`src/rtl/cci_pkg.sv`:
```
// ---------------------------------------------------------------------------
// cci_pkg: shared types and constants for the circle contact impulse block
// Item layouts, pipeline depths and fixed-point constants.
// ---------------------------------------------------------------------------
`default_nettype none

package cci_pkg;

  localparam logic [15:0] RESTITUTION_RESET = 16'd26214;
  localparam logic [16:0] ONE_Q15           = 17'd32768;
  localparam logic [30:0] ONE_Q30           = 31'd1073741824;
  localparam logic [32:0] ONE_Q32           = 33'h1_0000_0000;
  // 1e-6 in Q32.32
  localparam logic [14:0] DIST_EPS_Q32      = 15'd4294;
  // Largest magnitude whose square can still sit under the epsilon
  localparam logic [32:0] DEG_LIM           = 33'd65;

  localparam int unsigned FRONT_STAGES = 6;
  localparam int unsigned SQRT_STEPS   = 32;
  localparam int unsigned DIV_STEPS    = 33;
  localparam int unsigned IMP_STAGES   = 8;
  localparam int unsigned LATENCY      = FRONT_STAGES + SQRT_STEPS + DIV_STEPS + IMP_STAGES;

  typedef enum logic [1:0] {
    OUT_IMPULSE    = 2'd0,
    OUT_SEPARATING = 2'd1,
    OUT_STATIC     = 2'd2
  } outcome_e;

  typedef struct packed {
    logic signed [31:0] pos_a_x;
    logic signed [31:0] pos_a_y;
    logic signed [31:0] pos_b_x;
    logic signed [31:0] pos_b_y;
    logic signed [31:0] vel_a_x;
    logic signed [31:0] vel_a_y;
    logic signed [31:0] vel_b_x;
    logic signed [31:0] vel_b_y;
    logic        [31:0] mass_a;
    logic        [31:0] mass_b;
  } in_t;

  typedef struct packed {
    logic signed [31:0] new_vel_a_x;
    logic signed [31:0] new_vel_a_y;
    logic signed [31:0] new_vel_b_x;
    logic signed [31:0] new_vel_b_y;
    outcome_e           outcome;
  } out_t;

  typedef struct packed {
    logic signed [31:0] vel_ax;
    logic signed [31:0] vel_ay;
    logic signed [31:0] vel_bx;
    logic signed [31:0] vel_by;
    logic signed [32:0] dvx;
    logic signed [32:0] dvy;
    logic        [31:0] ma;
    logic        [31:0] mb;
  } carry_t;

  typedef struct packed {
    carry_t      c;
    logic [30:0] ux;
    logic [30:0] uy;
    logic        negx;
    logic        negy;
    logic        deg;
  } front_t;

  typedef struct packed {
    logic signed [31:0] vel_ax;
    logic signed [31:0] vel_ay;
    logic signed [31:0] vel_bx;
    logic signed [31:0] vel_by;
    logic signed [32:0] dvx;
    logic signed [32:0] dvy;
    logic               negx;
    logic               negy;
    logic               deg;
    logic               ma0;
    logic               mb0;
  } mid_t;

endpackage

`default_nettype wire

```
`src/rtl/cci_isqrt.sv`:
```
// ---------------------------------------------------------------------------
// cci_isqrt: pipelined integer square root
// One root bit per stage, restoring remainder form, 32 stages.
// ---------------------------------------------------------------------------
`default_nettype none

module cci_isqrt (
  input  wire logic        clk_i,
  input  wire logic        en_i,
  input  wire logic [62:0] s_i,
  output logic [31:0]      root_o
);

  logic [63:0] rem_q  [cci_pkg::SQRT_STEPS];
  logic [31:0] root_q [cci_pkg::SQRT_STEPS];

  for (genvar j = 0; j < cci_pkg::SQRT_STEPS; j++) begin : g_step
    localparam int unsigned B = cci_pkg::SQRT_STEPS - 1 - j;
    logic [63:0] rem_in, rem_d;
    logic [31:0] root_in, root_d;
    logic [65:0] trial;

    if (j == 0) begin : g_first
      assign rem_in  = {1'b0, s_i};
      assign root_in = '0;
    end else begin : g_next
      assign rem_in  = rem_q[j-1];
      assign root_in = root_q[j-1];
    end

    // (root + 2^B)^2 - root^2 = root*2^(B+1) + 2^(2B)
    always_comb begin
      trial  = ({34'd0, root_in} << (B + 1)) + (66'd1 << (2 * B));
      rem_d  = rem_in;
      root_d = root_in;
      if ({2'b00, rem_in} >= trial) begin
        rem_d  = rem_in - trial[63:0];
        root_d = root_in | (32'd1 << B);
      end
    end

    always_ff @(posedge clk_i) begin
      if (en_i) begin
        rem_q[j]  <= rem_d;
        root_q[j] <= root_d;
      end
    end
  end

  assign root_o = root_q[cci_pkg::SQRT_STEPS-1];

endmodule

`default_nettype wire

```
`config.mk`:
```
export PLATFORM = sky130hd
export DESIGN_NAME = cci_isqrt
export DESIGN_NICKNAME = d
export VERILOG_FILES = /design/src/rtl/cci_pkg.sv /design/src/rtl/cci_isqrt.sv
export SDC_FILE = /design/constraint.sdc
export NUM_CORES = 2
export LEC_CHECK = 0
export BUFFER_PORTS_ARGS = -buffer_cell sky130_fd_sc_hd__buf_2
export CAP_MARGIN = 10
export CORE_MARGIN = 2
export CORE_UTILIZATION = 33
export DETAILED_ROUTE_END_ITERATION = 16
export PLACE_DENSITY = 0.49
export SLEW_MARGIN = 20
export SYNTH_ARGS = -nofsm -noshare
export SYNTH_HDL_FRONTEND = slang
export SYNTH_SLANG_ARGS = --single-unit
```
`constraint.sdc`:
```
create_clock -name clk_i -period 5.75 [get_ports clk_i]
set_input_delay 1.15 -clock clk_i [delete_from_list [all_inputs] [get_ports clk_i]]
set_output_delay 1.15 -clock clk_i [all_outputs]
set_load 0.01 [all_outputs]
```
==> summary.txt <==
Initial Util: 33.14%
Final min period: 4672 ps
Gate power share: 21.4%
Part of the Yosys area used for sequential elements: 62.84%
Synth Area in Compound Gates: 9.212%
Cell taking the most area after synthesis: edfxtp_1
Cell Pwr Density: 402.2 nW/um2
Power Total: 0.05473 W
Reg2Reg Setup Slack: 1080 ps
IO buf count: 96
Share of async-settable or async-resettable flops after synthesis: 0%
Adder-Cell Fraction of Synth Area: 5.795%
CTS clk-pin slew, worst paths: 60 ps
Max Fclk: 0.2140 GHz
I/O Pins: 97
Clock Path Buffers: 4
Cell variety after synth: 103
PnR worst setup slack: 1078 ps
CP Max Fanout: 6
Worst reg2reg startpoint: rem_q[1][862]
Met3 Use GR: 1.857%
Least-Margin Pin Slew: 1086 ps
Top FF cell, synth: edfxtp_1
Detailed-router iteration count before antenna repair: 6
Initial DRC Count: 5,053
RSZ-0062 raised after global routing: false
Layout cells sized above 1: 8.211%
Status: finished, final reports clean
Vias in the first global route: 76,800
GRT Util Overall: 17.12%
Sequential Power Share: 46.2%
Main combinational cell family by area after synthesis: simple AND/OR/NAND/NOR gates
Setup crit end kind: flip-flop
Die area: 368,600 um2
Routed wire per std cell: 21.73 um
Worst Hold Class: in2reg
CTS H-tree depth: 5
Sw power: 0.01643 W
Grt met1 use: 17.81%
Crit start category: flip-flop
Post-cts resize count: 0
Hpwl dp: 245.7 mm
Worst Setup SP: rem_q[1][862]
Routed WL: 321.7 mm
Slew HR: 25.76%
Required time of the critical path: 6380 ps
Synth Area in Simple Gates: 11.91%
Period utilization: 81.25%
Max_cap viols: 0
CP endpoint: rem_q[1][950]
Post-synthesis mux area share: 1.078%
GR peak layer: met2
Sw frac: 30.02%
Via count: 75,030
Final nets: 10,410
Synthesis-to-finish area growth: 13.35%
DRC: 0
Gpl congestion: 0.9328
Total congestion overflow: 0
Antenna violations before repair: 2
Mapped cell area: 120,000 um2
Final setup viols: 0
ANT nets after route: 0
Post-Synth XOR/XNOR Area: 6.435%
Max VDD drop: 0.0002388 V
Fin. max-slew vios: 0
Worst hold path depth: 1
Final Hold Violating Endpoints: 0
Setup TNS: 0 ps
Largest cells by area after synthesis: edfxtp_1, ha_1, xnor2_1
CTS tree: done
CTS Sinks: 2,512
Share of the synthesized area in the top cell type: 62.84%
Post-CTS Setup Bufs: 0
Core area: 362,200 um2
Cell count after synthesis: 9,468
R2r endpoint: rem_q[1][950]
Synth warn: 0
Row count: 221
Worst-skew pair later-pin latency: 940 ps
WS Path Type: reg2reg
Die Wd: 607.1 um
First-pass GRT wire length: 479.5 mm
Met2 usage: 34.12%
Hold buffers post-CTS: 0
Register-to-Register Path Depth: 12
Clock network power share: 32.4%
Most common library cells after synthesis: edfxtp_1, a21oi_1, nor2_1
Post-synth EDFFs: 2,512
CP arrival: 5310 ps
Die Ht: 607.1 um
Leakage: 50.43 nW
Num CTS Buffers: 285
DP Worst Slack: 957.7 ps
Most numerous cell in the Yosys netlist: edfxtp_1
Vias per cell: 5.068
Internal power: 0.03830 W
Root Buffer: clkbuf_16
Largest net degree at the start of global routing: 164
Yosys reg bits: 2,512
Clock skew after layout: 67.18 ps
Mapped Avg Cell Area: 12.68 um2
cell usage in the layout, fill, tap and decap left out, types with 22 or more instances in the layout:
| cell type | count |
|---|---|
| edfxtp_1 | 2512 |
| a21oi_1 | 679 |
| nor2_1 | 666 |
| inv_1 | 665 |
| nand2_1 | 559 |
| ha_1 | 556 |
| xnor2_1 | 493 |
| xor2_1 | 388 |
| o21ai_0 | 355 |
| nor4_1 | 312 |
| clkbuf_16 | 295 |
| nor3_1 | 267 |
| a21o_1 | 233 |
| nand4_1 | 162 |
| nand3_1 | 134 |
| nand2b_1 | 114 |
| buf_4 | 109 |
| o21a_1 | 101 |
| mux2_2 | 100 |
| buf_2 | 96 |
| nor2b_1 | 80 |
| or3_1 | 77 |
| or4_1 | 70 |
| clkbuf_1 | 64 |
| clkinv_1 | 55 |
| clkinv_2 | 48 |
| and3_1 | 44 |
| o211ai_1 | 44 |
| a31oi_1 | 41 |
| o31ai_1 | 41 |
| nand3b_1 | 39 |
| nor4b_1 | 39 |
| a211oi_1 | 38 |
| o21bai_1 | 38 |
| or2_2 | 36 |
| nor3b_1 | 28 |
| and2_1 | 28 |
| a21boi_0 | 27 |
| nand4b_1 | 27 |
| and4_1 | 22 |
power by group through the flow:
stage	clock [W]	combinational [W]	sequential (W)
2_1_floorplan	0	0.00829	0.0246
5_1_grt	0.0190	0.0129	0.0255
4_1_cts	0.0183	0.0117	0.0253
3_5_place_dp	0	0.0116	0.0257
6_report	0.0177	0.0117	0.0253
3_3_place_gp	0	0.0115	0.0257
how the worst min path moves through the flow:
stage | from | to
floorplan | rem_q[0][428] | rem_q[0][492]
global placement | rem_q[0][705] | rem_q[0][769]
detailed placement | rem_q[0][388] | rem_q[0][452]
CTS | s_i[33] | rem_q[0][33]
global route | s_i[40] | rem_q[0][40]
finish | s_i[35] | rem_q[0][35]
layer usage:
metal	share of wire (%)	vias to the layer above	wire (um)
met4	4.5	0	14340
met3	3.1	604	10040
met1	37	36680	118400
li1	-	36130	-
met2	56	1621	179000
met5	0	-	0
sequential cells by signal (all words and copies together), names as in the netlist:
| signal | flops |
|---|---|
| rem_q | 1984 |
| root_q | 528 |
kinds of logic (layout without fill, tap and decap cells):
| logic type | Yosys count | count (layout) |
|---|---|---|
| flip-flops | 2512 | 2512 |
| adder cells (fa/ha/maj) | 556 | 556 |
| buffers and inverters | 857 | 1399 |
| XOR/XNOR | 882 | 882 |
| multiplexers | 114 | 114 |
| other | 1 | 3 |
| AO/OA/AOI/OAI | 1786 | 1786 |
| AND/OR/NAND/NOR | 2760 | 2760 |
layout make-up:
| cell class | instances | area, um2 |
|---|---|---|
| fill | 34600 | 226200 |
| sequential | 2512 | 75430 |
| multi-input combinational | 6100 | 41450 |
| clock buffer | 359 | 7622 |
| tap | 4794 | 5998 |
| inverter | 668 | 2507 |
| timing repair buffer | 221 | 1619 |
| clock inverter | 151 | 1428 |
| antenna | 1 | 2.502 |
through the flow:
step | util [%] | std cells | hold slack, ps | instance area, um2
after floorplan | - | 9469 | 416.6 | 120000
after global placement | 35.05 | 14290 | 426.3 | 127000
after detailed placement | 35.06 | 14300 | 428.4 | 127000
after CTS | 37.56 | 14810 | 311.2 | 136100
after global routing | 37.56 | 14810 | 311.4 | 136100
final | 37.56 | 14810 | 367.1 | 136100
worst max-delay path: stages (launching register included):
cell and delay [ps]:
edfxtp_1 390, ha_1 430, and2_1 250, nand3_1 180, or3_1 500, nor4_1 820
a31oi_1 230, nor3_1 250, o41ai_1 120, buf_4 180, nor4_1 730, nand2b_1 160
xnor2_1 170
No activity file was read; power rests on OpenSTA's default activity.
